<file path="src/rtl/core/hfpu_pkg.sv">
// Shared types and constants for the heading frame parser with unwrap.
`timescale 1ns / 1ps

package hfpu_pkg;

    // Resolution of one full turn of the raw heading.
    localparam int FULL_TURN = 5760;

    localparam logic [15:0] QUARTER     = 16'(FULL_TURN / 4);
    localparam logic [15:0] THREE_QUART = 16'((3 * FULL_TURN) / 4);
    localparam logic [31:0] TURN_STEP   = 32'(FULL_TURN);

    localparam logic [7:0] MARKER_RESET = 8'd187;

    // Frame length that carries a heading sample.
    localparam logic [7:0] SAMPLE_LEN = 8'd2;

    localparam int APB_DATA_W = 32;
    localparam int APB_ADDR_W = 3;

    typedef enum logic {
        OP_BYTE = 1'b0,
        OP_SET  = 1'b1
    } t_op;

    typedef enum logic [1:0] {
        PH_WAIT = 2'd0,
        PH_LEN  = 2'd1,
        PH_RECV = 2'd2
    } t_phase;

    // Register indexes on the configuration port.
    typedef enum logic {
        REG_MARKER = 1'b0,
        REG_NONE   = 1'b1
    } t_reg;

    typedef struct packed {
        t_op                opcode;
        logic [7:0]         rx_byte;
        logic signed [31:0] set_value;
    } t_in_beat;

    typedef struct packed {
        logic signed [31:0] heading;
        logic               sample_updated;
        logic               started;
    } t_out_beat;

endpackage

</file>
<file path="src/rtl/core/hfpu_if.sv">
// Valid/ready channel interfaces for input bytes and heading results.
`timescale 1ns / 1ps

interface hfpu_in_if;
    logic               valid;
    logic               ready;
    logic               opcode;
    logic [7:0]         rx_byte;
    logic signed [31:0] set_value;

    modport source (output valid, output opcode, output rx_byte, output set_value,
                    input ready);
    modport sink   (input valid, input opcode, input rx_byte, input set_value,
                    output ready);
endinterface

interface hfpu_out_if;
    logic               valid;
    logic               ready;
    logic signed [31:0] heading;
    logic               sample_updated;
    logic               started;

    modport source (output valid, output heading, output sample_updated,
                    output started, input ready);
    modport sink   (input valid, input heading, input sample_updated,
                    input started, output ready);
endinterface

</file>
<file path="src/rtl/core/hfpu_parser.sv">
// Frame parser state, raw heading tracking and zero-offset unwrap.
`timescale 1ns / 1ps

module hfpu_parser (
    input  logic                 i_clk,
    input  logic                 i_rst_n,
    input  logic                 i_step,
    input  hfpu_pkg::t_in_beat   i_beat,
    input  logic [7:0]           i_marker,
    output hfpu_pkg::t_out_beat  o_result
);

    hfpu_pkg::t_phase r_phase, n_phase;
    logic [7:0]  r_len,  n_len;
    logic [7:0]  r_idx,  n_idx;
    logic [7:0]  r_low,  n_low;
    logic [7:0]  r_high, n_high;
    logic [15:0] r_raw,  n_raw;
    logic [31:0] r_zero, n_zero;
    logic        r_seen, n_seen;

    logic [7:0]  idx_inc;
    logic [15:0] sample;
    logic        updated;

    always_ff @(posedge i_clk) begin
        if (!i_rst_n) begin
            r_phase <= hfpu_pkg::PH_WAIT;
            r_len   <= '0;
            r_idx   <= '0;
            r_low   <= '0;
            r_high  <= '0;
            r_raw   <= '0;
            r_zero  <= '0;
            r_seen  <= 1'b0;
        end else if (i_step) begin
            r_phase <= n_phase;
            r_len   <= n_len;
            r_idx   <= n_idx;
            r_low   <= n_low;
            r_high  <= n_high;
            r_raw   <= n_raw;
            r_zero  <= n_zero;
            r_seen  <= n_seen;
        end
    end

    always_comb begin
        n_phase = r_phase;
        n_len   = r_len;
        n_idx   = r_idx;
        n_low   = r_low;
        n_high  = r_high;
        n_raw   = r_raw;
        n_zero  = r_zero;
        n_seen  = r_seen;
        updated = 1'b0;
        idx_inc = r_idx + 8'd1;
        sample  = '0;

        if (i_beat.opcode == hfpu_pkg::OP_SET) begin
            n_zero = {16'd0, r_raw} - 32'(i_beat.set_value);
        end else begin
            unique case (r_phase)
                hfpu_pkg::PH_LEN: begin
                    n_len   = i_beat.rx_byte;
                    n_idx   = '0;
                    n_phase = hfpu_pkg::PH_RECV;
                end
                hfpu_pkg::PH_RECV: begin
                    // keep only the first two payload bytes
                    if (r_idx == 8'd0) begin
                        n_low = i_beat.rx_byte;
                    end else if (r_idx == 8'd1) begin
                        n_high = i_beat.rx_byte;
                    end
                    n_idx  = idx_inc;
                    sample = {n_high, n_low};
                    if (idx_inc == r_len) begin
                        n_phase = hfpu_pkg::PH_WAIT;
                        if (r_len == hfpu_pkg::SAMPLE_LEN) begin
                            // shift the zero when the raw value crosses the wrap point
                            if (r_raw > hfpu_pkg::THREE_QUART
                                && sample < hfpu_pkg::QUARTER) begin
                                n_zero = r_zero - hfpu_pkg::TURN_STEP;
                            end else if (r_raw < hfpu_pkg::QUARTER
                                && sample > hfpu_pkg::THREE_QUART) begin
                                n_zero = r_zero + hfpu_pkg::TURN_STEP;
                            end
                            n_raw   = sample;
                            n_seen  = 1'b1;
                            updated = 1'b1;
                        end
                    end
                end
                default: begin
                    // waiting for marker; the unused code behaves the same
                    if (i_beat.rx_byte == i_marker) begin
                        n_phase = hfpu_pkg::PH_LEN;
                    end else begin
                        n_phase = hfpu_pkg::PH_WAIT;
                    end
                end
            endcase
        end

        o_result.heading        = $signed({16'd0, n_raw} - n_zero);
        o_result.sample_updated = updated;
        o_result.started        = n_seen;
    end

    a_sample_ends_frame: assert property (@(posedge i_clk) disable iff (!i_rst_n)
        i_step && o_result.sample_updated |=> r_phase == hfpu_pkg::PH_WAIT && r_seen)
        else $error("sample did not close the frame");

    a_set_keeps_parser: assert property (@(posedge i_clk) disable iff (!i_rst_n)
        i_step && i_beat.opcode == hfpu_pkg::OP_SET |=>
        $stable(r_phase) && $stable(r_idx) && $stable(r_raw))
        else $error("set command disturbed parser state");

    a_seen_sticky: assert property (@(posedge i_clk) disable iff (!i_rst_n)
        r_seen |=> r_seen)
        else $error("started flag dropped");

endmodule

</file>
<file path="src/rtl/core/heading_frame_parser_unwrap.sv">
// Top level: input stage, parser, result register and configuration port.
//
//   channel   dir   handshake        payload
//   i_in      in    valid/ready      opcode, rx_byte, set_value
//   o_out     out   valid/ready      heading, sample_updated, started
//   apb       in    psel/penable     response_marker at address 0
//
// Each beat is held in the input register, then passes through the parser
// into the result register. One beat is accepted per cycle while results are
// taken. Parser state updates as a beat leaves the input register. A stall on
// o_out holds both stages; the input register takes a beat during the stall
// only while it is empty. Reset is synchronous and returns the marker to its
// default.
`timescale 1ns / 1ps

module heading_frame_parser_unwrap (
    input  logic                                 i_clk,
    input  logic                                 i_rst_n,
    hfpu_in_if.sink                              i_in,
    hfpu_out_if.source                           o_out,
    input  logic                                 psel,
    input  logic                                 penable,
    input  logic                                 pwrite,
    input  logic [hfpu_pkg::APB_ADDR_W-1:0]      paddr,
    input  logic [hfpu_pkg::APB_DATA_W-1:0]      pwdata,
    output logic [hfpu_pkg::APB_DATA_W-1:0]      prdata,
    output logic                                 pready
);

    logic                 r_in_valid;
    hfpu_pkg::t_in_beat   r_in;
    logic                 r_out_valid;
    hfpu_pkg::t_out_beat  r_out;
    hfpu_pkg::t_out_beat  result;
    logic [7:0]           r_marker;
    logic                 step;
    hfpu_pkg::t_reg       reg_sel;

    // advance when the result register is free or being emptied
    assign step       = r_in_valid && (!r_out_valid || o_out.ready);
    assign i_in.ready = !r_in_valid || step;

    always_ff @(posedge i_clk) begin
        if (!i_rst_n) begin
            r_in_valid <= 1'b0;
        end else if (i_in.ready) begin
            r_in_valid <= i_in.valid;
        end
    end

    always_ff @(posedge i_clk) begin
        if (i_in.valid && i_in.ready) begin
            r_in.opcode    <= hfpu_pkg::t_op'(i_in.opcode);
            r_in.rx_byte   <= i_in.rx_byte;
            r_in.set_value <= i_in.set_value;
        end
    end

    hfpu_parser u_parser (
        .i_clk    (i_clk),
        .i_rst_n  (i_rst_n),
        .i_step   (step),
        .i_beat   (r_in),
        .i_marker (r_marker),
        .o_result (result)
    );

    always_ff @(posedge i_clk) begin
        if (!i_rst_n) begin
            r_out_valid <= 1'b0;
        end else if (step) begin
            r_out_valid <= 1'b1;
        end else if (o_out.ready) begin
            r_out_valid <= 1'b0;
        end
    end

    always_ff @(posedge i_clk) begin
        if (step) begin
            r_out <= result;
        end
    end

    assign o_out.valid          = r_out_valid;
    assign o_out.heading        = r_out.heading;
    assign o_out.sample_updated = r_out.sample_updated;
    assign o_out.started        = r_out.started;

    // configuration registers sit on 32-bit word addresses
    assign reg_sel = hfpu_pkg::t_reg'(paddr[2]);
    assign pready  = 1'b1;

    always_ff @(posedge i_clk) begin
        if (!i_rst_n) begin
            r_marker <= hfpu_pkg::MARKER_RESET;
        end else if (psel && penable && pwrite && pready
                     && reg_sel == hfpu_pkg::REG_MARKER) begin
            r_marker <= pwdata[7:0];
        end
    end

    always_comb begin
        unique case (reg_sel)
            hfpu_pkg::REG_MARKER: prdata = {{(hfpu_pkg::APB_DATA_W-8){1'b0}}, r_marker};
            default:              prdata = '0;
        endcase
    end

    a_step_fills_out: assert property (@(posedge i_clk) disable iff (!i_rst_n)
        step |=> r_out_valid)
        else $error("result lost after parser step");

    a_empty_takes_beat: assert property (@(posedge i_clk) disable iff (!i_rst_n)
        !r_in_valid |-> i_in.ready)
        else $error("empty input stage refused a beat");

    a_no_overwrite: assert property (@(posedge i_clk) disable iff (!i_rst_n)
        r_out_valid && !o_out.ready |-> !step)
        else $error("stalled result overwritten");

endmodule
</file>
<file path="src/flat_wrapper.sv">
// flat-port wrapper written by rule: the top's interface ports become plain ports
module heading_frame_parser_unwrap_flat 
  (i_clk, i_rst_n, psel, penable, pwrite, paddr, pwdata, prdata, pready, i_in_valid, i_in_opcode, i_in_rx_byte, i_in_set_value, i_in_ready, o_out_valid, o_out_heading, o_out_sample_updated, o_out_started, o_out_ready);
  hfpu_in_if i_in_i ();
  hfpu_out_if o_out_i ();
  input  logic i_clk;
  input  logic i_rst_n;
  input  logic psel;
  input  logic penable;
  input  logic pwrite;
  input  logic [hfpu_pkg::APB_ADDR_W-1:0] paddr;
  input  logic [hfpu_pkg::APB_DATA_W-1:0] pwdata;
  output logic [hfpu_pkg::APB_DATA_W-1:0] prdata;
  output logic pready;
  input wire logic [$bits(i_in_i.valid)-1:0] i_in_valid;
  input wire logic [$bits(i_in_i.opcode)-1:0] i_in_opcode;
  input wire logic [$bits(i_in_i.rx_byte)-1:0] i_in_rx_byte;
  input wire logic [$bits(i_in_i.set_value)-1:0] i_in_set_value;
  output wire logic [$bits(i_in_i.ready)-1:0] i_in_ready;
  output wire logic [$bits(o_out_i.valid)-1:0] o_out_valid;
  output wire logic [$bits(o_out_i.heading)-1:0] o_out_heading;
  output wire logic [$bits(o_out_i.sample_updated)-1:0] o_out_sample_updated;
  output wire logic [$bits(o_out_i.started)-1:0] o_out_started;
  input wire logic [$bits(o_out_i.ready)-1:0] o_out_ready;
  assign i_in_i.valid = i_in_valid;
  assign i_in_i.opcode = i_in_opcode;
  assign i_in_i.rx_byte = i_in_rx_byte;
  assign i_in_i.set_value = i_in_set_value;
  assign i_in_ready = i_in_i.ready;
  assign o_out_valid = o_out_i.valid;
  assign o_out_heading = o_out_i.heading;
  assign o_out_sample_updated = o_out_i.sample_updated;
  assign o_out_started = o_out_i.started;
  assign o_out_i.ready = o_out_ready;
  heading_frame_parser_unwrap u_core (.i_clk(i_clk), .i_rst_n(i_rst_n), .i_in(i_in_i), .o_out(o_out_i), .psel(psel), .penable(penable), .pwrite(pwrite), .paddr(paddr), .pwdata(pwdata), .prdata(prdata), .pready(pready));
endmodule
</file>
<file path="config.mk">
export PLATFORM = sky130hd
export DESIGN_NAME = heading_frame_parser_unwrap_flat
export DESIGN_NICKNAME = d
export VERILOG_FILES = /design/src/rtl/core/hfpu_pkg.sv /design/src/rtl/core/hfpu_if.sv /design/src/rtl/core/hfpu_parser.sv /design/src/rtl/core/heading_frame_parser_unwrap.sv /design/src/flat_wrapper.sv
export SDC_FILE = /design/constraint.sdc
export NUM_CORES = 1
export LEC_CHECK = 0
export BUFFER_PORTS_ARGS = -buffer_cell sky130_fd_sc_hd__clkbuf_2
export CELL_PAD_IN_SITES_DETAIL_PLACEMENT = 1
export CELL_PAD_IN_SITES_GLOBAL_PLACEMENT = 2
export CORE_ASPECT_RATIO = 0.7
export CORE_MARGIN = 5
export CORE_UTILIZATION = 32
export DETAILED_ROUTE_END_ITERATION = 10
export PLACE_DENSITY = 0.83
export SYNTH_ARGS = -nofsm -noshare
export SYNTH_HDL_FRONTEND = slang
export SYNTH_HIERARCHICAL = 1
export SYNTH_SLANG_ARGS = --single-unit
</file>
<file path="constraint.sdc">
create_clock -name i_clk -period 5.95 [get_ports i_clk]
set_input_delay 1.19 -clock i_clk [delete_from_list [all_inputs] [get_ports i_clk]]
set_output_delay 1.19 -clock i_clk [all_outputs]
set_load 0.01 [all_outputs]
</file>
-- Word-level counts from Yosys, hierarchy flattened
Cells that the tools add are included.
- bits in registers: 168
- input port bits: 83
- output and inout port bits: 69
- $add $sub $neg: 5
- $lt $le $gt $ge: 4
- eq/ne operators: 7
- mux-type cells: 29
- bitwise gates (word level): 4
- reductions and logical operators: 19
- operators by type and width (kind ; number):
    32-bit two-way mux ; 6
    16-bit two-way mux ; 4
    8-bit two-way mux ; 8
    16-bit by 32-bit subtractor with 32-bit output ; 2
    32-bit by 13-bit adder with 32-bit output, second input constant ; 1
    16-bit by 13-bit > comparator with 1-bit output, second input constant ; 2
    16-bit by 11-bit < comparator with 1-bit output, second input constant ; 2
    32-bit by 13-bit subtractor with 32-bit output, second input constant ; 1
    8-bit equality test ; 2
    8-bit one-hot mux with 2 select lines ; 1
    3-bit AND reduction ; 4
    8-bit by 1-bit adder with 8-bit output, second input constant ; 1
    8-bit by 1-bit equality test with 1-bit output, second input constant ; 1
    8-bit by 2-bit equality test with 1-bit output, second input constant ; 1
    8-bit logical NOT ; 1
    1-bit two-way mux ; 8
    1-bit logical AND ; 7
    1-bit inverter ; 4
    2-bit one-hot mux with 2 select lines ; 1
    2-bit nonzero test ; 2
    3-bit OR reduction ; 1
    2-bit by 1-bit equality test with 1-bit output, second input constant ; 1
    2-bit equality test, second input constant ; 1
    1-bit logical NOT ; 2
    other kinds (3) ; 4

-- Logic depth before layout (Yosys ltp)
Gate-level depths: netlist (run 1).
- depth in word-level cells: 14
- depth in mapped cells: 26
- gate-level depth less buffers: 23

-- By module
The synthesis (run 1) kept the hierarchy.
- by module, submodules not included (module ; times used ; cells an instance ; area an instance (um2) ; seq. area each (um2)):
    hfpu_parser ; 1 ; 1080 ; 8065.2 ; 1661.6
    heading_frame_parser_unwrap ; 1 ; 154 ; 2957.8 ; 2452.4

-- Worst setup path before layout (run 1)
Ideal clock, no wire load.
- path kind: reg-to-reg
- start: reg u_core.u_parser.r_idx[0]
- end: reg u_core.r_out (netlist bit u_core/o_out.heading[24]), data pin
- arrival time: 5318 ps
- required time: 5689 ps
- slack: 371 ps
- stages on the path, launching flop included: 25
- buffers on the path: 3
- clock period less this slack: 5579 ps
- path through: dfxtp_1 inv_1 ha_1 or4b_1 buf_2 nor4_2 o32ai_1 or3_1 buf_2 and2_1 nor2_1 nand3_1 and2_1 o31ai_1 ha_1 a21oi_1 o31ai_1 a211o_1 a21oi_1 inv_1 a31oi_1 nand2b_1 clkbuf_1 nor3_1 xnor2_1
- RTL lines (what ; RTL line ; source):
    from (decl) ; hfpu_parser.sv:15 ; logic [7:0] r_idx, n_idx;
    from (signal assigned) ; hfpu_parser.sv:39 ; r_idx <= n_idx;
    to (signal assigned) ; heading_frame_parser_unwrap.sv:80 ; r_out <= result;
    to (decl) ; heading_frame_parser_unwrap.sv:33 ; hfpu_pkg::t_out_beat r_out;

==> run summary, run 1 <==
Post-DRT Antenna Nets: 0
Tightest Pin Transition: 1.21 ns
synthesized instance count: 1234
final worst slack: 0.394 ns
Final setup violation count: 0
cell taking the most area after synthesis: edfxtp_1
Startpoint Class: flop
top cells by count, synth: 126 x nand2_1, 93 x dfxtp_1, 75 x edfxtp_1
Pwr Density: 219 nW/um^2
First DRT Iteration DRCs: 663
setup tns final: 0 ns
Critical Path Fanout Max: 8
CP Data Arrival Time: 5.74 ns
Post-route DRC: 0
vias in the first global route: 9373
Setup Buffers After CTS: 0
remaining global-route overflow: 0
Antenna diodes: 0
post-synth cell types: 79
worst hold slack: 0.463 ns
Final Slew Violations: 0
minimum clock period: 5.56 ns
final hold violations: 0
Via Count: 9446
Rows: 56
drt total wl: 35.3 mm
Non-Filler Instances: 1801
Ports: 152
Worst-path clk slew: 0.07 ns
Crit path max-delay family: simple AND/OR/NAND/NOR gates
Avg Vias per Cell: 5.24
largest stage delay on the critical path: 0.64 ns
VDD IR max: 0.125 mV
CP bufs+invs: 2
Yosys warnings: 6
Post-synth EDFFs: 75
fmax: 180 MHz
# fillers: 4000
DIE AREA: 38300 sq um
count leader, synth: nand2_1
sequential fraction of the synthesis area: 37.3%
Clk Latency, worst-skew pair: 0.45 ns
Area Overhead vs Synth: 14.4%
TritonRoute pass-1 iters: 5
total clock sinks: 168
CTS max path bufs: 2
nets: 1448
kind of end point of the critical path: flop
core area: 33800 sq um
post-route cell area: 12600 sq um
first-pass GRT wire length: 54.8 mm
syn avg cell area: 8.93 sq um
Top FF cell, synth: dfxtp_1
Slowest-stage cell, CP: or4b_1
Worst slew margin: 17.1%
area fraction of the dominant cell type after synthesis: 20.4%
Initial Util: 32.6%
Netlist Area Pre-Place: 11000 sq um
Worst Path Required: 6.13 ns
crit path cell chain: inv_1 -> ha_1 -> or4b_1 -> nor4_2 -> o32ai_1 -> or3_1 -> and2_1 -> nor2_2 -> nand3_1 -> and2_1 -> o31ai_1 -> ha_1 -> a21oi_1 -> o31ai_2 -> a211o_1 -> a21oi_1 -> inv_1 -> a31oi_1 -> nand2b_2 -> nor4_4 -> xor2_1
Final Wtd Congestion: 0.903
largest net degree at the start of global routing: 102
# H-tree levels: 4
Port Buffers: 100
#FFs+latches synth: 168
async set-reset flop share out of synthesis: 0%
Placed Cells: 1769
top cells by area, synth: edfxtp_1 20%, dfxtp_1 17%, mux2i_1 6.1%, xnor2_1 4.4%, ha_1 4.4%
fraction of layout cells with a size suffix above 1: 15.4%
Detail Placement HPWL: 26.3 mm
placed inst area: 12000 sq um
TritonCTS clock tree: built
P_leak: 4.93 nW
Die X: 232 um
status: completed
Pwr Total: 2.76 mW
CTS root buf: clkbuf_16
WS Path Type: reg2reg
clock skew: 0.0134 ns
antenna violations before repair: 0
max capacitance violation total: 0
Final Util: 37.3%
Hold/Removal Path Class: reg2reg
Die Y: 165 um
total CTS buffers: 17
RSZ-0062 raised after global routing: false
WL/cell: 19.6 um
All-Layer GR Usage: 18.4%
crit share post-route: 93.4%
Post-Place Worst Slack: 0.00816 ns
-- area by class of cell --
type | count | area, sq um | share of cell area, %
clock buffers | 18 | 450 | 3.57
repair buffers | 140 | 801 | 6.35
multi-input cells | 953 | 6380 | 50.6
well taps | 464 | 581 | 4.60
flip-flops and latches | 168 | 4120 | 32.6
clock inverters | 14 | 124 | 0.982
inverters | 44 | 165 | 1.31
-- sequential cells by signal (all words and copies together), names as in the netlist --
signal and flops:
u_core/o_out.sample_updated 1, u_core/u_parser/r_low 8, u_core/u_parser/r_idx 8, u_core/u_parser/r_seen 1, u_core/o_out.started 1, u_core/u_parser/r_zero 32
u_core/r_in 41, u_core/u_parser/r_raw 16, u_core/o_out.heading 32, u_core/r_in_valid 1, u_core/u_parser/r_high 8, u_core/u_parser/r_phase 2
u_core/r_marker 8, u_core/u_parser/r_len 8, u_core/o_out.valid 1
-- per-layer routing --
metal  track usage (%)  vias up  part of all wire (%)  routed length, um
met5                 0        -                     0                  0
met4              3.62        0                  0.96                338
met3              4.91       19                   7.2               2530
met2              26.7      216                    42              14700
met1              27.4     4645                    50              17700
li1                  -     4566                     -                  -
-- worst paths after layout --
| check | from | to | slack, ns | depth (start not counted) |
|---|---|---|---|---|
| min reg2reg | u_core/u_parser/r_seen | u_core/u_parser/r_seen | 0.46 | 1 |
| max reg2reg | u_core/u_parser/r_idx[0] | u_core/o_out.heading[30] | 0.39 | 21 |
| max | u_core/u_parser/r_idx[0] | u_core/o_out.heading[30] | 0.39 | 21 |
| min | u_core/u_parser/r_seen | u_core/u_parser/r_seen | 0.46 | 1 |
-- repair_timing --
item / CTS / global route
pin swaps: 0 / 0
gates resized for setup: 1 / 5
hold buffers: 0 / 0
endpoints found under the setup margin: 6 / 11
-- kinds of logic after synthesis --
family                   count (synthesis)  share of synthesized area [%]
other                                    2                         0.0681
multiplexers                            72                           6.63
flip-flops                             168                           37.3
AO/OA/AOI/OAI                          278                           17.0
AND/OR/NAND/NOR                        459                           22.1
buffers and inverters                  136                           5.89
XOR/XNOR                                78                           6.20
adder cells (fa/ha/maj)                 41                           4.79
-- power breakdown --
group	switching (mW)	internal [mW]	leakage (nW)
Clock	0.550	0.579	0.286
Sequential	0.0375	1.26	1.46
Combinational	0.205	0.138	3.18
-- placed cells by master (no fill, tap or decap), types with 9 or more instances in the layout --
cell type and count:
nand2_1 126, clkbuf_2 100, dfxtp_1 92, edfxtp_1 75, nor2b_1 70, o21ai_0 69
mux2i_1 67, nor2_1 62, xnor2_1 56, a21oi_1 52, inv_1 43, buf_4 40
nand3_1 40, ha_1 39, nor3_1 32, a21boi_0 25, conb_1 25, o21a_1 23
xor2_1 22, or3_1 21, clkbuf_16 18, o211a_1 18, and2_1 16, nand2b_1 14
or4_1 12, o211ai_1 11, o22ai_1 9, nor4_1 9
(Power assumes the default switching activity.)
==> run 2, diff against run 1 <==
- RECOVER_POWER: unset -> 100
==> run 2 against run 1 <==
  * The run now ends with capacitance limit, slew limit left
  * Wire length is 0.20% higher
  * Global-route usage stayed put
  * Critical path type unchanged
  * Largest cell class unchanged
  * Clock skew hardly changed
==> run summary, run 2 (synthesis results as in run 1) <==
Worst Path Required: 6.13 ns
kind of end point of the critical path: flop
commonest non-fill, non-tap cells in the layout: 126 x nand2_1, 92 x dfxtp_1, 75 x edfxtp_1
largest stage delay on the critical path: 0.64 ns
failing checks: capacitance limit, slew limit
setup tns final: 0 ns
Startpoint Class: flop
RSZ-0062 raised after global routing: false
minimum clock period: 5.55 ns
capturing point of the worst reg2reg path: u_core/o_out.heading[30]
Final Wtd Congestion: 0.903
critical path depth in cells: 21
CP Data Arrival Time: 5.74 ns
remaining global-route overflow: 0
# H-tree levels: 4
core area: 33800 sq um
Final Util: 37.1%
VDD IR max: 0.125 mV
CTS root buf: clkbuf_16
largest net degree at the start of global routing: 102
WHS Endpoint: u_core/u_parser/r_seen
All-Layer GR Usage: 18.4%
Area Overhead vs Synth: 13.6%
Clk Latency, worst-skew pair: 0.45 ns
Hold/Removal Path Class: reg2reg
worst hold slack: 0.464 ns
max reg flops: 41
hold_sp: u_core/u_parser/r_seen
Post-DRT Antenna Nets: 0
Worst slew margin: -182%
WS Path Type: reg2reg
Detail Placement HPWL: 26.3 mm
Slowest-stage cell, CP: or4b_1
Ports: 152
final hold violations: 0
drt total wl: 35.4 mm
Hold Buf Count CTS: 0
crit share post-route: 93.3%
first-pass GRT wire length: 54.8 mm
fmax: 180 MHz
Top reg by flops: u_core/r_in
Pwr Density: 221 nW/um^2
antenna violations before repair: 0
max capacitance violation total: 3
multi-input logic area: 6370 sq um
total clock sinks: 168
Post-route DRC: 0
Avg Vias per Cell: 5.26
Die X: 232 um
Register-to-Register Setup Slack: 0.40 ns
nets: 1448
Final setup violation count: 0
clock skew: 0.0133 ns
fraction of layout cells with a size suffix above 1: 11.2%
TritonCTS clock tree: built
Worst R2R Start: u_core/u_parser/r_idx[0]
Tightest Pin Transition: 4.22 ns
DIE AREA: 38300 sq um
commonest non-fill, non-tap cell in the layout: nand2_1
total CTS buffers: 17
status: complete, but fails checks
Final Slew Violations: 187
Port Buffers: 100
First DRT Iteration DRCs: 650
WL/cell: 19.6 um
Rows: 56
Register Area: 4120 sq um
Antenna diodes: 0
Critical Path Fanout Max: 8
crit path cell chain: inv_1 -> ha_1 -> or4b_1 -> nor4_2 -> o32ai_1 -> or3_1 -> and2_1 -> nor2_2 -> nand3_1 -> and2_1 -> o31ai_1 -> ha_1 -> a21oi_1 -> o31ai_2 -> a211o_1 -> a21oi_1 -> inv_1 -> a31oi_1 -> nand2b_2 -> nor4_2 -> xor2_1
Crit path max-delay family: simple AND/OR/NAND/NOR gates
TritonRoute pass-1 iters: 5
CTS max path bufs: 2
P_leak: 4.75 nW
vias in the first global route: 9373
Via Count: 9480
Setup Buffers After CTS: 0
Worst Reg-to-Reg Cells: 21
Initial Util: 32.6%
CP bufs+invs: 2
Die Y: 165 um
Worst Hold Path Cells: 1
Worst-path clk slew: 0.07 ns
# fillers: 4011
[run 2: changes by cell type in the layout (fill, tap and decap cells not counted)]
cell,delta
nor4_2,+1
nor4_4,-1
clkbuf_1,+56
clkbuf_2,-50
buf_4,-6
and2_1,-6
and2_0,+6
[run 2: layout make-up]
| class | instances | area share, % |
|---|---|---|
| sequential | 168 | 32.9 |
| timing repair buffer | 140 | 5.72 |
| tap | 464 | 4.64 |
| clock inverter | 14 | 0.990 |
| multi-input combinational | 953 | 50.9 |
| clock buffer | 18 | 3.60 |
| inverter | 44 | 1.32 |
[run 2: repair_timing]
item | 4_1_cts | 5_1_grt
hold endpoints to repair | 0 | 0
pin swaps | 0 | 0
resized for setup | 1 | 5
setup endpoints to repair | 6 | 11
[run 2: per-stage QoR]
| stage | power, mW | worst slack, ns | cell area (sq um) | cells |
|---|---|---|---|---|
| floorplan | 1.55 | 0.371 | 11100 | 1257 |
| global placement | 1.65 | 0.0765 | 12000 | 1769 |
| detailed placement | 1.66 | 0.00816 | 12000 | 1769 |
| CTS | 2.81 | 0.0602 | 12600 | 1801 |
| global route | 2.89 | 0.0252 | 12500 | 1801 |
| finish | 2.76 | 0.397 | 12500 | 1801 |
[run 2: where the power goes]
group          internal, mW  switching (mW)
Clock                 0.579           0.550
Combinational         0.136           0.205
Sequential             1.26          0.0374
Total                  1.97           0.792
[run 2: worst max path at each step]
stage | startpoint | to | slack (ns)
4_1_cts | u_core/u_parser/r_idx[0] | u_core/o_out.heading[28] | 0.06
2_1_floorplan | u_core/u_parser/r_idx[0] | u_core/o_out.heading[24] | 0.37
6_report | u_core/u_parser/r_idx[0] | u_core/o_out.heading[30] | 0.40
3_5_place_dp | u_core/u_parser/r_idx[0] | u_core/o_out.heading[24] | 0.008
3_3_place_gp | u_core/u_parser/r_idx[0] | u_core/o_out.heading[24] | 0.08
5_1_grt | u_core/u_parser/r_idx[0] | u_core/o_out.heading[30] | 0.03
[run 2: per-layer routing]
layer	up-vias	global-route usage, %	routed length [um]
met5	-	0	0
met4	0	3.62	359
met3	22	4.91	2490
met2	215	26.7	14700
met1	4678	27.4	17800
li1	4565	-	-
[run 2: worst register-to-register path, delay by kind of cell, from the launching register on]
family                   cells  cell delay, ns
AO/OA/AOI/OAI                7            1.56
XOR/XNOR                     1            0.15
adder cells (fa/ha/maj)      2            0.64
buffers and inverters        2            0.13
flip-flops                   1            0.42
AND/OR/NAND/NOR              9            2.40
